===== src/design/rtpst_pkg.sv =====
// ----------------------------------------------------------------------------
// rtpst_pkg
// Shared widths, event codes, register map and entry layout for the RTP
// sequence tracker.
// ----------------------------------------------------------------------------
package rtpst_pkg;

   localparam int NUM_SOURCES = 64;
   localparam int ADDR_W      = (NUM_SOURCES > 1) ? $clog2(NUM_SOURCES) : 1;

   localparam int SRC_W  = 6;
   localparam int SEQ_W  = 16;
   localparam int CAND_W = 17;
   localparam int CNT_W  = 32;
   localparam int KIND_W = 3;
   localparam int DATA_W = 32;
   localparam int PADDR_W = 3;

   localparam logic [SEQ_W-1:0]  GAP_LIMIT_RST      = 16'd3000;
   localparam logic [SEQ_W-1:0]  REORDER_WINDOW_RST = 16'd100;
   localparam logic [CAND_W-1:0] NO_CANDIDATE       = 17'h10001;
   localparam logic [CAND_W-1:0] SEQ_SPAN           = 17'h10000;

   // register index, taken from paddr[2]
   localparam logic REG_GAP_LIMIT      = 1'b0;
   localparam logic REG_REORDER_WINDOW = 1'b1;

   // word mode
   localparam logic MODE_PACKET = 1'b0;
   localparam logic MODE_CLEAR  = 1'b1;

   localparam logic [KIND_W-1:0] EV_FIRST     = 3'd0;
   localparam logic [KIND_W-1:0] EV_IN_ORDER  = 3'd1;
   localparam logic [KIND_W-1:0] EV_WRAPPED   = 3'd2;
   localparam logic [KIND_W-1:0] EV_RESYNC    = 3'd3;
   localparam logic [KIND_W-1:0] EV_REJECTED  = 3'd4;
   localparam logic [KIND_W-1:0] EV_DUPLICATE = 3'd5;
   localparam logic [KIND_W-1:0] EV_MISORDER  = 3'd6;
   localparam logic [KIND_W-1:0] EV_CLEARED   = 3'd7;

   typedef struct packed {
      logic [SEQ_W-1:0]  base_seq;
      logic [SEQ_W-1:0]  highest_seq;
      logic [CAND_W-1:0] candidate;
      logic [SEQ_W-1:0]  wrap_count;
      logic [CNT_W-1:0]  received;
      logic [CNT_W-1:0]  duplicates;
      logic [CNT_W-1:0]  misordered;
   } entry_type;

   typedef struct packed {
      logic             mode;
      logic [SRC_W-1:0] source_index;
      logic [SEQ_W-1:0] sequence_number;
   } req_item_type;

   typedef struct packed {
      logic              write;
      logic              accepted;
      logic [KIND_W-1:0] kind;
   } upd_status_type;

endpackage


===== src/design/rtpst_update.sv =====
// ----------------------------------------------------------------------------
// rtpst_update
// Sequence validation for one packet against its source entry: classifies
// the packet and forms the entry to write back.
// ----------------------------------------------------------------------------
module rtpst_update (
   input  rtpst_pkg::req_item_type      item,
   input  rtpst_pkg::entry_type         entry_in,
   input  logic [rtpst_pkg::SEQ_W-1:0]  gap_limit,
   input  logic [rtpst_pkg::SEQ_W-1:0]  reorder_window,
   output rtpst_pkg::entry_type         entry_out,
   output rtpst_pkg::entry_type         entry_shown,
   output rtpst_pkg::upd_status_type    status
);
   import rtpst_pkg::*;

   logic [SEQ_W-1:0]  seq;
   logic [SEQ_W-1:0]  gap;
   logic [CAND_W-1:0] jump_limit;
   logic              in_range;

   assign seq        = item.sequence_number;
   assign gap        = seq - entry_in.highest_seq;
   assign jump_limit = SEQ_SPAN - {1'b0, reorder_window};
   assign in_range   = (int'(item.source_index) < NUM_SOURCES);

   always_comb begin
      entry_out       = entry_in;
      status.write    = 1'b0;
      status.accepted = 1'b0;
      status.kind     = EV_REJECTED;
      if (!in_range) begin
         status.write = 1'b0;
      end else if (item.mode == MODE_CLEAR) begin
         entry_out   = '0;
         status.write = 1'b1;
         status.kind  = EV_CLEARED;
      end else if (entry_in.received == '0) begin
         entry_out.base_seq    = seq;
         entry_out.highest_seq = seq;
         entry_out.candidate   = NO_CANDIDATE;
         entry_out.wrap_count  = '0;
         entry_out.received    = CNT_W'(1);
         status.write    = 1'b1;
         status.accepted = 1'b1;
         status.kind     = EV_FIRST;
      end else if (gap < gap_limit) begin
         if (seq < entry_in.highest_seq) begin
            entry_out.wrap_count = entry_in.wrap_count + SEQ_W'(1);
            status.kind = EV_WRAPPED;
         end else begin
            status.kind = EV_IN_ORDER;
         end
         entry_out.highest_seq = seq;
         entry_out.received    = entry_in.received + CNT_W'(1);
         status.write    = 1'b1;
         status.accepted = 1'b1;
      end else if ({1'b0, gap} <= jump_limit) begin
         status.write = 1'b1;
         if ({1'b0, seq} == entry_in.candidate) begin
            // second packet of a jump confirms the new numbering
            entry_out.base_seq    = seq;
            entry_out.highest_seq = seq;
            entry_out.candidate   = NO_CANDIDATE;
            entry_out.wrap_count  = '0;
            entry_out.received    = CNT_W'(1);
            status.accepted = 1'b1;
            status.kind     = EV_RESYNC;
         end else begin
            entry_out.candidate = {1'b0, seq + SEQ_W'(1)};
            status.kind         = EV_REJECTED;
         end
      end else begin
         if (gap == '0) begin
            entry_out.duplicates = entry_in.duplicates + CNT_W'(1);
            status.kind = EV_DUPLICATE;
         end else begin
            entry_out.misordered = entry_in.misordered + CNT_W'(1);
            status.kind = EV_MISORDER;
         end
         entry_out.received = entry_in.received + CNT_W'(1);
         status.write    = 1'b1;
         status.accepted = 1'b1;
      end
   end

   assign entry_shown = in_range ? entry_out : '0;

endmodule


===== config.mk =====
export PLATFORM = sky130hd
export DESIGN_NAME = rtpst_update
export DESIGN_NICKNAME = d
export VERILOG_FILES = /design/src/design/rtpst_pkg.sv /design/src/design/rtpst_update.sv
export SDC_FILE = /design/constraint.sdc
export NUM_CORES = 1
export LEC_CHECK = 0
export ABC_AREA = 1
export BUFFER_PORTS_ARGS = -buffer_cell sky130_fd_sc_hd__buf_2
export CAP_MARGIN = 20
export CORE_AREA = 2 2 212 214
export DETAILED_ROUTE_END_ITERATION = 8
export DIE_AREA = 0 0 214 216
export SLEW_MARGIN = 20
export SYNTH_ARGS = -nofsm -noshare
export SYNTH_HDL_FRONTEND = slang
export SYNTH_SLANG_ARGS = --single-unit

===== constraint.sdc =====
create_clock -name vclk -period 5.2
set_input_delay 0.52 -clock vclk [all_inputs]
set_output_delay 0.52 -clock vclk [all_outputs]
set_load 0.05 [all_outputs]

==> results <==
- The flow ran to the end, and the final reports show no timing, DRC or antenna violations.
- STA classifies the critical path startpoint as an input port.
- The antenna violation net count after detailed routing is 0.
- The post-placement cell area is roughly 13000 µm².
- For this run, design rule violations remaining after detail routing come to 0.
- Entering global routing, the biggest net connects between 40 and 50 pins.
- The number of global-route vias before repair came to between 10000 and 15000.
- The global-route track usage on met1 is between 20% and 30%.
- Registers take 0 µm².
- The die is 214 µm wide.
- The post-synthesis average cell area is 5.00 µm².
- The number of buffer cells added on primary ports is ~540.
- Summed over all instances, the cell type with the most area after synthesis is nand2_1.
- Sequential elements use 0% of the synthesized area.
- The via-per-instance ratio is approximately 4.6.
- The total setup violations reported at the end of the flow is 0.
- The via count is approximately 14000.
- The start-to-end type of the worst setup path is input port to primary output.
- By area the synthesized netlist is led by nand2_1 19%, buf_4 13%, inv_1 11%, nor2_1 9.5%, ha_1 6.7%.
- The area of the core is 43800 µm².
- For this run, the top clock speed supported by timing is approximately 200 MHz.
- The layout has 5081 filler cells.
- The total standard cell area after synthesis is about 9700 µm².
- In the final layout, the share of cells above drive strength 1 is a little under a third.
- The part of the cycle the worst path needs is a little over nine tenths.
- The type of element capturing the critical path is a primary output.
- The first global-routing pass estimated 72400 µm of wire.
- The time the worst path needs with I/O delays and setup is approximately 4900 ps.
- The weighted congestion reported at the end of routability-driven placement is approximately 0.96.
- The relative area change from synthesis to final layout is 39.9%.
- Once layout is done, the placed cells without fillers occupy roughly 14000 µm².
- The count of maximum capacitance violations is 0.
- The number of hold-slack violations in the final timing report is 0.
- The net count of the finished layout is 2630.
- The overall power of the completed layout is ~2900 µW.
- The number of pins exceeding their max-slew limit in the final report is 0.
- After synthesis, the largest area contributor takes up 19.4% of total cell area.
- Global routing used 1.56% of the available met3 tracks.
- The startpoint of the tightest hold check path is entry_in[96].
- The total leakage power is approximately 0.0077 µW.
- Headroom to the max-slew limit came out at 36.1%.
- about 540 I/O pins were placed.
- The fraction of met2 tracks used by global routing is 36.3%.
- The overall routing resource usage is roughly a fifth.
- The path class of the tightest hold or removal check is input port to primary output.
- Setup repair after global routing could not meet its margin everywhere.
- The library cell used most frequently in the layout, excluding fill and tap cells, is nand2_1.
- The clock buffer count in the final layout is 0.
- Before antenna repair, the detailed router went through 5 iterations.
- The count of standard-cell rows is 77.
- For the pin with the worst max-slew slack, the measured transition is 953 ps.
- met2 is the most crowded layer.
- Of all nets on the critical path, the largest fanout is 7.
- The die outline area is 46200 µm².
- The count of cell types in the netlist is 45.
- The final layout contains routed wiring with a total length of roughly 49000 µm.
- In the final routed layout, each cell accounts on average for ~17 µm.
- The initial core utilization is 22.2%.
- The Yosys warning count is 0.
- The vertical extent of the die is between 200 and 250 µm.
- The detailed-placement wirelength estimate is ~42000 µm.
- In this run the worst setup path begins at entry_in[133].
- For this design the ratio of total power to cell area is between 200 and 250 nW/µm².
- Counting every net in the synthesized netlist gives roughly 2200.
- The top cell types in the final layout, fill and taps aside, are 499 x nand2_1, 433 x buf_2, 278 x inv_1.
- The endpoint required time on the critical path is 4680 ps.
- The final layout contains a sequential cell count of 0.
- The detailed router finished its first iteration with approximately 1100 violations.
- The post-synthesis instance total is between 1500 and 2000.
- The worst-case vdd ir drop is approximately 0.00017 V.
- Summed over all layers, the global routing overflow is 0.
- STA puts the critical path data arrival time at 4410 ps.
- The initial antenna violation count is 6.
-- worst paths after layout --
kind         endpoint  slack, ps  depth (start not counted)
max      entry_out[0]        270                         22
min   entry_shown[96]       1430                          3
-- through the flow --
| step | hold WS [ps] | util (%) | worst slack (ps) | TNS, ps | cells |
|---|---|---|---|---|---|
| 2_1_floorplan | 1250 | - | -106 | -319 | 1944 |
| 3_3_place_gp | 1430 | 29.9 | 12.9 | 0 | 2947 |
| 3_5_place_dp | 1430 | 29.9 | -83.1 | -1200 | 2947 |
| 4_1_cts | 1430 | 30.0 | -26.6 | -91.3 | 2947 |
| 5_1_grt | 1460 | 31.0 | -21.5 | -49.3 | 2955 |
| 6_report | 1430 | 31.0 | 268 | 0 | 2956 |
-- Yosys cell counts, types with 3 or more instances --
master / n
xnor2_1: 8
o21bai_1: 6
nor3_1: 53
a21oi_1: 110
ha_1: 52
nand3_1: 124
buf_6: 5
and3_1: 3
inv_1: 283
nor2_1: 247
buf_4: 168
o21ai_0: 128
nor3b_1: 5
clkbuf_1: 32
xor2_1: 37
o2111ai_1: 4
nand4_1: 59
o21ai_1: 8
inv_2: 5
or2_2: 8
nand3_2: 5
nand2_1: 503
nand3b_1: 17
nor4_1: 24
buf_2: 18
nand2_2: 6
nor2_2: 3
-- layer usage --
metal,vias to the layer above,routed length (µm)
li1,6914,-
met3,40,2930
met1,6070,20900
met5,-,13
met4,2,912
met2,585,24600
-- critical path, cell delays in order --
cell      delay [ps]
buf_2             90
inv_1             60
ha_1             330
a21oi_1          260
nor2_1            80
nor2_1           130
nand2_1          120
nand3_1          120
nand3b_1          80
nand2_1          110
inv_1             80
ha_1             350
nand4_1          120
or4_4            440
nor3_4           200
nand3b_4         130
buf_6            170
and2_4           180
nand3_2          150
o21ai_0          120
a21oi_2          250
clkbuf_4         300
-- logic make-up (layout without fill, tap and decap cells) --
group	Yosys count	after routing	share of synthesized area [%]
AND/OR/NAND/NOR	1063	1063	47.5
buffers and inverters	515	930	27.0
AO/OA/AOI/OAI	267	267	14.5
XOR/XNOR	45	45	4.06
adder cells (fa/ha/maj)	53	53	6.90
other	1	6	0.0386
-- final cells by class --
cell class                 instances  area, µm²  area share (%)
antenna                            5       12.5          0.0920
inverter                         290       1100            8.09
multi-input combinational       1429       7380            54.2
timing repair buffer             640       4370            32.1
tap                              592        741            5.45
-- power breakdown --
| part | switching (µW) | total [µW] | internal (µW) |
|---|---|---|---|
| Combinational | 2010 | 2880 | 867 |
| Clock | 0 | 0.000129 | 0.000129 |
| Sequential | 0 | 0 | 0 |
-- repair_timing --
action,4_1_cts,5_1_grt
cloned,0,3
buffers inserted,0,1
endpoints found under the setup margin,59,324
resized for setup,22,160
hold buffers,0,0
pin swaps,0,8
No activity file was read; power rests on OpenSTA's default activity.
