--- config.mk ---
export PLATFORM = sky130hd
export DESIGN_NAME = rtpst_csr
export DESIGN_NICKNAME = d
export VERILOG_FILES = /design/src/design/rtpst_pkg.sv /design/src/design/rtpst_csr.sv
export SDC_FILE = /design/constraint.sdc
export NUM_CORES = 1
export LEC_CHECK = 0
export BUFFER_PORTS_ARGS = -buffer_cell sky130_fd_sc_hd__buf_2
export CORE_ASPECT_RATIO = 1.2
export CORE_MARGIN = 2
export CORE_UTILIZATION = 39
export CTS_CLUSTER_DIAMETER = 200
export CTS_CLUSTER_SIZE = 30
export DETAILED_ROUTE_END_ITERATION = 8
export PLACE_DENSITY = 0.74
export SKIP_LAST_GASP = 1
export SYNTH_ARGS = -nofsm -noshare
export SYNTH_HDL_FRONTEND = slang
export SYNTH_SLANG_ARGS = --single-unit
--- constraint.sdc ---
create_clock -name clock -period 0.9 [get_ports clock]
set_input_delay 0.045 -clock clock [delete_from_list [all_inputs] [get_ports clock]]
set_output_delay 0.045 -clock clock [all_outputs]
set_load 0.1 [all_outputs]
--- src/design/rtpst_pkg.sv ---
// ----------------------------------------------------------------------------
// rtpst_pkg
// Shared widths, event codes, register map and entry layout for the RTP
// sequence tracker.
// ----------------------------------------------------------------------------
package rtpst_pkg;

   localparam int NUM_SOURCES = 64;
   localparam int ADDR_W      = (NUM_SOURCES > 1) ? $clog2(NUM_SOURCES) : 1;

   localparam int SRC_W  = 6;
   localparam int SEQ_W  = 16;
   localparam int CAND_W = 17;
   localparam int CNT_W  = 32;
   localparam int KIND_W = 3;
   localparam int DATA_W = 32;
   localparam int PADDR_W = 3;

   localparam logic [SEQ_W-1:0]  GAP_LIMIT_RST      = 16'd3000;
   localparam logic [SEQ_W-1:0]  REORDER_WINDOW_RST = 16'd100;
   localparam logic [CAND_W-1:0] NO_CANDIDATE       = 17'h10001;
   localparam logic [CAND_W-1:0] SEQ_SPAN           = 17'h10000;

   // register index, taken from paddr[2]
   localparam logic REG_GAP_LIMIT      = 1'b0;
   localparam logic REG_REORDER_WINDOW = 1'b1;

   // word mode
   localparam logic MODE_PACKET = 1'b0;
   localparam logic MODE_CLEAR  = 1'b1;

   localparam logic [KIND_W-1:0] EV_FIRST     = 3'd0;
   localparam logic [KIND_W-1:0] EV_IN_ORDER  = 3'd1;
   localparam logic [KIND_W-1:0] EV_WRAPPED   = 3'd2;
   localparam logic [KIND_W-1:0] EV_RESYNC    = 3'd3;
   localparam logic [KIND_W-1:0] EV_REJECTED  = 3'd4;
   localparam logic [KIND_W-1:0] EV_DUPLICATE = 3'd5;
   localparam logic [KIND_W-1:0] EV_MISORDER  = 3'd6;
   localparam logic [KIND_W-1:0] EV_CLEARED   = 3'd7;

   typedef struct packed {
      logic [SEQ_W-1:0]  base_seq;
      logic [SEQ_W-1:0]  highest_seq;
      logic [CAND_W-1:0] candidate;
      logic [SEQ_W-1:0]  wrap_count;
      logic [CNT_W-1:0]  received;
      logic [CNT_W-1:0]  duplicates;
      logic [CNT_W-1:0]  misordered;
   } entry_type;

   typedef struct packed {
      logic             mode;
      logic [SRC_W-1:0] source_index;
      logic [SEQ_W-1:0] sequence_number;
   } req_item_type;

   typedef struct packed {
      logic              write;
      logic              accepted;
      logic [KIND_W-1:0] kind;
   } upd_status_type;

endpackage

--- src/design/rtpst_csr.sv ---
// ----------------------------------------------------------------------------
// rtpst_csr
// APB register file holding the dropout and misorder thresholds.
// ----------------------------------------------------------------------------
module rtpst_csr (
   input  logic                          clock,
   input  logic                          reset,
   input  logic                          psel,
   input  logic                          penable,
   input  logic                          pwrite,
   input  logic [rtpst_pkg::PADDR_W-1:0] paddr,
   input  logic [rtpst_pkg::DATA_W-1:0]  pwdata,
   output logic [rtpst_pkg::DATA_W-1:0]  prdata,
   output logic                          pready,
   output logic [rtpst_pkg::SEQ_W-1:0]   gap_limit,
   output logic [rtpst_pkg::SEQ_W-1:0]   reorder_window
);
   import rtpst_pkg::*;

   logic [SEQ_W-1:0] gap_limit_ff;
   logic [SEQ_W-1:0] reorder_window_ff;
   logic             wr_strobe;

   assign pready    = 1'b1;
   assign wr_strobe = psel && penable && pwrite;

   always_ff @(posedge clock) begin
      if (reset) begin
         gap_limit_ff      <= GAP_LIMIT_RST;
         reorder_window_ff <= REORDER_WINDOW_RST;
      end else if (wr_strobe) begin
         unique case (paddr[2])
            REG_GAP_LIMIT:      gap_limit_ff      <= pwdata[SEQ_W-1:0];
            REG_REORDER_WINDOW: reorder_window_ff <= pwdata[SEQ_W-1:0];
            default: ;
         endcase
      end
   end

   always_comb begin
      unique case (paddr[2])
         REG_GAP_LIMIT:      prdata = {{(DATA_W-SEQ_W){1'b0}}, gap_limit_ff};
         REG_REORDER_WINDOW: prdata = {{(DATA_W-SEQ_W){1'b0}}, reorder_window_ff};
         default:            prdata = '0;
      endcase
   end

   assign gap_limit      = gap_limit_ff;
   assign reorder_window = reorder_window_ff;

endmodule

==> results of run 1 <==
==> power groups by stage <==
stage / Combinational (mW) / Sequential, mW / Clock, mW
6_report: 1.50 / 1.40 / 0.948
5_1_grt: 1.54 / 1.40 / 1.05
4_1_cts: 1.48 / 1.39 / 0.990
3_5_place_dp: 1.41 / 1.45 / 0
3_3_place_gp: 1.39 / 1.45 / 0
2_1_floorplan: 0.854 / 1.66 / 0
==> cell usage after synthesis <==
cell,n
sky130_fd_sc_hd__conb_1,2
sky130_fd_sc_hd__and4b_1,1
sky130_fd_sc_hd__mux2i_1,32
sky130_fd_sc_hd__mux2_2,16
sky130_fd_sc_hd__buf_6,3
sky130_fd_sc_hd__nor2_1,19
sky130_fd_sc_hd__nand4b_1,1
sky130_fd_sc_hd__nand4_1,1
sky130_fd_sc_hd__buf_12,1
sky130_fd_sc_hd__clkbuf_1,3
sky130_fd_sc_hd__and4_4,1
sky130_fd_sc_hd__buf_2,5
sky130_fd_sc_hd__buf_4,17
sky130_fd_sc_hd__nand2b_1,37
sky130_fd_sc_hd__dfxtp_1,32
==> kinds of logic after synthesis <==
kind of cell	count (synthesis)
other	2
multiplexers	48
buffers and inverters	29
flip-flops	32
AND/OR/NAND/NOR	60
==> placed cells by master, fill, tap and decap left out <==
cell,synthesis,final
sky130_fd_sc_hd__buf_4,17,5
sky130_fd_sc_hd__and4b_1,1,1
sky130_fd_sc_hd__nand2b_1,37,37
sky130_fd_sc_hd__nand4b_1,1,1
sky130_fd_sc_hd__mux2i_1,32,32
sky130_fd_sc_hd__conb_1,2,17
sky130_fd_sc_hd__clkbuf_8,0,5
sky130_fd_sc_hd__buf_12,1,51
sky130_fd_sc_hd__mux2_4,0,16
sky130_fd_sc_hd__nor2_1,19,19
sky130_fd_sc_hd__nand4_1,1,1
sky130_fd_sc_hd__dfxtp_4,0,32
sky130_fd_sc_hd__buf_6,3,31
sky130_fd_sc_hd__and4_4,1,1
sky130_fd_sc_hd__buf_2,5,21
==> routing by layer <==
layer | global-route usage (%) | vias to the layer above | share of wire [%]
met2 | 39.0 | 44 | 61
met3 | 5.02 | 6 | 4.8
li1 | - | 727 | -
met1 | 18.0 | 703 | 33
met4 | 7.66 | 0 | 1.6
met5 | 0 | - | 0
==> repair_timing <==
item,4_1_cts,5_1_grt
hold endpoints to repair,0,0
setup buffers,32,3
endpoints found under the setup margin,16,48
gates resized for setup,0,31
==> state kept, by name, indices dropped and copies added (netlist names) <==
| register | flops |
|---|---|
| reorder_window | 16 |
| gap_limit | 16 |
==> critical path: stages (launching register included) <==
cell	delay, ns
sky130_fd_sc_hd__dfxtp_4	0.35
sky130_fd_sc_hd__mux2_4	0.29
sky130_fd_sc_hd__buf_12	0.17
==> area by class of cell <==
class | count | area, sq um
fillers | 256 | 853
multi-input cells | 125 | 963
well taps | 56 | 70.1
flip-flops and latches | 32 | 761
repair buffers | 108 | 1510
clock buffers | 5 | 68.8
==> path summary, 6_finish.rpt <==
kind / start / to / slack (ns)
worst max-delay path: gap_limit[8] / prdata[8] / -0.22
worst min-delay path: pwdata[8] / reorder_window[8] / 0.03
worst max register to register: gap_limit[7] / gap_limit[7] / 0.04
worst min register to register: gap_limit[1] / gap_limit[1] / 0.61
==> load_flow_metrics.sql, run 1 <==
INSERT INTO impl_metrics (metric_group, metric, value, unit) VALUES
('pwr', 'leakage', '1.48', 'nW'),
('place', 'place.gp.congestion', '0.777', ''),
('timing', 'relSlewSlack', '48.8', '%'),
('yosys', 'post_synth_and_or_nand_nor_area_fraction', '19.9', '%'),
('pwr', 'combinationalPowerShare', '39.0', '%'),
('run_status', 'run_status', 'finished, violations left', ''),
('timing', 'post-route-min-period', '1.12', 'ns'),
('place', 'place_hpwl', '3120', 'microns'),
('die', 'core', '0.00423', 'sq mm'),
('die', 'std_cell_rows', '26', ''),
('yosys', 'largest_family_of_logic_cells_by_synthesized_area', 'multiplexers', ''),
('clock_network', 'clockBufferDepth', '2', ''),
('critical_path', 'required', '0.85', 'ns'),
('yosys', 'average_cell_area_after_synthesis', '9.97', 'sq um'),
('routing', 'drt_wl_total', '4620', 'microns'),
('timing', 'worst_pin_slew', '0.768', 'ns'),
('timing', 'layout_worst_path_cycle_share', '125', '%'),
('yosys', 'synth_compound_area_share', '0', '%'),
('yosys', 'synth_top_area_cell', 'sky130_fd_sc_hd__dfxtp_1', ''),
('clock_network', 'clkLatencyLatePin', '0.28', 'ns'),
('hold_path', 'hold_path.class', 'input port to flop', ''),
('pwr', 'power.ir.vdd_worst', '0.861', 'mV'),
('clock_network', 'clkTransAtPathRegs', '0.06', 'ns'),
('pwr', 'p_per_area', '1140', 'mW/mm^2'),
('place', 'placed_cell_area', '0.00294', 'sq mm'),
('pwr', 'clock_power_share', '24.6', '%'),
('timing', 'rsz0062_at_grt', 'yes', ''),
('timing', 'finalHoldViolCount', '0', ''),
('yosys', 'yosys-top-cells-area', 'sky130_fd_sc_hd__dfxtp_1 (38%), sky130_fd_sc_hd__mux2i_1 (19%), sky130_fd_sc_hd__nand2b_1 (14%)', ''),
('pwr', 'fin_total_pwr', '3.85', 'mW'),
('run', 'max_cap_viol_count', '0', ''),
('yosys', 'yosys-mux-area-fraction', '29.3', '%'),
('pwr', 'pwr-share-seq', '36.4', '%'),
('die', 'die_area', '0.00492', 'sq mm'),
('routing', 'routed-via-count', '1480', ''),
('place', 'preCtsSetupSlack', '-0.154', 'ns'),
('critical_path', 'worst-path-max-fanout', '2', ''),
('routing', 'wl_per_cell', '14.2', 'microns'),
('yosys', 'yosysSeqAreaShare', '37.6', '%'),
('clock_network', 'h-tree-depth', '2', ''),
('timing', 'clock_skews', '0', 'ns'),
('cells_and_area', 'finalNetCount', '312', ''),
('timing', 'finalSetupViolations', '48', ''),
('yosys', 'xor_and_xnor_fraction_of_the_mapped_netlist_area', '0', '%'),
('place', 'placedCellCount', '287', ''),
('cells_and_area', 'final_util', '79.8', '%'),
('die', 'floorplan.initialDensity', '40.3', '%'),
('cells_and_area', 'final_design_area_no_fill', '0.00338', 'sq mm'),
('die', 'die-width', '64.4', 'microns'),
('routing', 'drc', '0', ''),
('die', 'io_pins', '105', ''),
('pwr', 'switching_power', '1.49', 'mW'),
('die', 'die_h', '76.4', 'microns'),
('yosys', 'netlist_area_pre_place', '0.00171', 'sq mm'),
('yosys', 'yosysUniqueCellTypes', '15', ''),
('critical_path', 'worst-endpoint-arrival', '1.08', 'ns'),
('critical_path', 'worstSetupPathType', 'flop to primary output', ''),
('routing', 'number_of_drc_violations_after_detailed_routing_iteration_0', '38', ''),
('clock_network', 'cts_inserted_buffers', '5', ''),
('clock_network', 'clock_sink_total', '32', ''),
('cells_and_area', 'final_cells', '326', ''),
('critical_path', 'worst_r2r_path_depth', '4', ''),
('clock_network', 'cts_root_buf', 'sky130_fd_sc_hd__clkbuf_8', ''),
('pwr', 'power_switching_share', '38.6', '%'),
('routing', 'viasPerCell', '4.54', ''),
('run_status', 'violations_in_the_final_reports', 'negative setup slack', ''),
('timing', 'timing.hold.ws', '0.0281', 'ns'),
('timing', 'postLayoutSetupSlackWorst', '-0.223', 'ns'),
('grt', 'grt_max_degree', '57', ''),
('cells_and_area', 'antenna_cells_inserted', '0', ''),
('clock_network', 'tritoncts', 'done', '');
(Power assumes the default switching activity.)
==> inputs of run 2 (changes only) <==
RECOVER_POWER = 50   (was default)
==> run 2 against run 1 <==
The run still ends with negative setup slack left. Sequential share of layout area did not move. Routed wire length barely moved. Hold slack did not move. Combinational power barely moved. Clock skew did not move. Power barely moved. Critical endpoint unchanged. Highest routed layer unchanged.
==> load_flow_metrics.sql, run 2 (synthesis results as in run 1) <==
INSERT INTO impl_metrics (metric_group, metric, value, unit) VALUES
('run_status', 'run_status', 'finished, violations left', ''),
('run_status', 'violations_in_the_final_reports', 'negative setup slack', ''),
('grt', 'initial_antenna_violation_count', '0', ''),
('place', 'placed_cell_area', '0.00294', 'sq mm'),
('routing', 'drc', '0', ''),
('critical_path', 'worst_r2r_path_depth', '4', ''),
('clock_network', 'clockBufferDepth', '2', ''),
('timing', 'layout_worst_path_cycle_share', '125', '%'),
('hold_path', 'hold_path.class', 'input port to flop', ''),
('clock_network', 'cts_root_buf', 'sky130_fd_sc_hd__clkbuf_8', ''),
('clock_network', 'cts_inserted_buffers', '5', ''),
('routing', 'viasPerCell', '4.54', ''),
('critical_path', 'path_depth', '2', ''),
('clock_network', 'clkTransAtPathRegs', '0.06', 'ns'),
('pwr', 'power_switching_share', '38.6', '%'),
('critical_path', 'worst-path-max-fanout', '2', ''),
('clock_network', 'clkLatencyLatePin', '0.28', 'ns'),
('grt', 'grt_pass1_vias', '1585', ''),
('routing', 'drt-pass1-iter-count', '4', ''),
('critical_path', 'worst-endpoint-arrival', '1.08', 'ns'),
('pwr', 'p_int', '2.36', 'mW'),
('die', 'floorplan.initialDensity', '40.3', '%'),
('pwr', 'power.ir.vdd_worst', '0.861', 'mV'),
('grt', 'global_route.peak_usage_layer', 'met2', ''),
('critical_path', 'kind_of_cell_with_the_highest_combined_delay_on_the_critical_path', 'flip-flops', ''),
('cells_and_area', 'drive_gt1_share', '60.0', '%'),
('pwr', 'leakage', '1.48', 'nW'),
('pwr', 'fin_total_pwr', '3.85', 'mW'),
('pwr', 'combinationalPowerShare', '39.0', '%'),
('timing', 'finalHoldViolCount', '0', ''),
('grt', 'met2_usage', '39.0', '%'),
('grt', 'met3_demand_to_capacity_share_in_global_routing', '5.02', '%'),
('timing', 'max_freq', '0.890', 'GHz'),
('timing', 'finalSetupViolations', '48', ''),
('clock_network', 'tritoncts', 'done', ''),
('cells_and_area', 'most-common-layout-cells', 'sky130_fd_sc_hd__buf_12 (51), sky130_fd_sc_hd__nand2b_1 (37), sky130_fd_sc_hd__mux2i_1 (32), sky130_fd_sc_hd__dfxtp_4 (32), sky130_fd_sc_hd__buf_6 (31)', ''),
('critical_path', 'worstSetupStartpointType', 'flop', ''),
('pwr', 'clock_power_share', '24.6', '%'),
('die', 'die-width', '64.4', 'microns'),
('critical_path', 'path_cells', 'mux2_4, buf_12', ''),
('routing', 'routed-via-count', '1480', ''),
('place', 'place.gp.congestion', '0.777', ''),
('grt', 'overflow', '0', ''),
('grt', 'first_pass_grt_wire_length', '7460', 'microns'),
('clock_network', 'holdBufCountCts', '0', ''),
('cells_and_area', 'antenna_cells_inserted', '0', ''),
('cells_and_area', 'final_common_cell', 'sky130_fd_sc_hd__buf_12', ''),
('timing', 'rsz0062_at_grt', 'yes', ''),
('run', 'max_cap_viol_count', '0', ''),
('grt', 'grt_max_degree', '57', ''),
('critical_path', 'worstPathBufferInverterCount', '1', ''),
('timing', 'final.setup.tns', '-4.57', 'ns'),
('timing', 'post-route-min-period', '1.12', 'ns'),
('routing', 'ant_nets', '0', ''),
('grt', 'groute.usage.overall', '19.5', '%'),
('cells_and_area', 'final_cells', '326', ''),
('clock_network', 'clock_sink_total', '32', ''),
('routing', 'wl_per_cell', '14.2', 'microns'),
('cells_and_area', 'finalNetCount', '312', ''),
('grt', 'grt.met1_usage', '18.0', '%'),
('routing', 'number_of_drc_violations_after_detailed_routing_iteration_0', '38', ''),
('cells_and_area', 'area_added_between_synthesis_and_finish', '97.9', '%'),
('clock_network', 'h-tree-depth', '2', ''),
('die', 'std_cell_rows', '26', ''),
('pwr', 'switching_power', '1.49', 'mW'),
('critical_path', 'required', '0.85', 'ns'),
('critical_path', 'slowest_stage', 'sky130_fd_sc_hd__dfxtp_4', ''),
('pwr', 'p_per_area', '1140', 'mW/mm^2'),
('die', 'core', '0.00423', 'sq mm'),
('die', 'die_h', '76.4', 'microns'),
('timing', 'timing.hold.ws', '0.0281', 'ns'),
('timing', 'worst_pin_slew', '0.855', 'ns'),
('timing', 'relSlewSlack', '43.0', '%'),
('place', 'place.port_buffers', '69', ''),
('pwr', 'pwr-share-seq', '36.4', '%'),
('critical_path', 'crit_path_max_incr_delay', '0.35', 'ns'),
('die', 'io_pins', '105', ''),
('timing', 'postLayoutSetupSlackWorst', '-0.223', 'ns'),
('timing', 'clock_skews', '0', 'ns'),
('hold_path', 'min_delay_path_depth', '3', ''),
('place', 'placedCellCount', '287', ''),
('place', 'place_hpwl', '3120', 'microns'),
('critical_path', 'critical_path.endpoint_type', 'primary output', ''),
('die', 'die_area', '0.00492', 'sq mm'),
('timing', 'final-max-slew-violation-count', '0', ''),
('cells_and_area', 'num-fill-cells', '256', ''),
('cells_and_area', 'final_design_area_no_fill', '0.00338', 'sq mm'),
('routing', 'drt_wl_total', '4620', 'microns'),
('critical_path', 'worstSetupPathType', 'flop to primary output', '');
==> run 2: cell types whose count changed in the layout (fill, tap and decap cells not counted), sizes merged <==
cell | before | now
buf | 108 | 107
clkbuf | 5 | 6
==> run 2: what timing repair did <==
action / CTS / global route
gates resized for setup: 0 / 31
gates cloned: 0 / 0
setup buffers: 32 / 3
endpoints found under the setup margin: 16 / 48
==> run 2: routing by layer <==
layer / routed length [microns] / vias to the layer above
met5: 0 / -
met4: 73 / 0
met3: 220 / 6
met2: 2800 / 44
met1: 1520 / 703
li1: - / 727
==> run 2: worst paths after layout <==
| check | from | endpoint | slack [ns] |
|---|---|---|---|
| setup / recovery | gap_limit[8] | prdata[8] | -0.22 |
| setup reg to reg | gap_limit[7] | gap_limit[7] | 0.03 |
| hold reg to reg | gap_limit[1] | gap_limit[1] | 0.61 |
| hold / removal | pwdata[8] | reorder_window[8] | 0.03 |
==> run 2: final cells by class <==
class	count	area, sq um	area share [%]
Timing Repair Buffer	108	1510	44.8
Multi-Input combinational cell	125	963	28.5
Sequential cell	32	761	22.5
Tap cell	56	70.1	2.08
Clock buffer	5	68.8	2.04
==> run 2: worst min-delay path: stages <==
cell                       delay [ns]
sky130_fd_sc_hd__buf_2           0.11
sky130_fd_sc_hd__nand2b_1        0.06
sky130_fd_sc_hd__mux2i_1         0.06
==> run 2: power groups by stage <==
stage,Clock [mW],Sequential [mW],Combinational (mW)
floorplan,0,1.66,0.854
global placement,0,1.45,1.39
detailed placement,0,1.45,1.41
CTS,0.990,1.39,1.48
global route,1.05,1.40,1.55
finish,0.948,1.40,1.50
==> run 2: metrics by stage <==
step / util [%] / setup WS, ns
global route: 79.8 / -0.253
detailed placement: 69.4 / -0.154
finish: 79.8 / -0.223
CTS: 76.7 / -0.244
global placement: 69.4 / -0.0972
floorplan: - / -0.0722
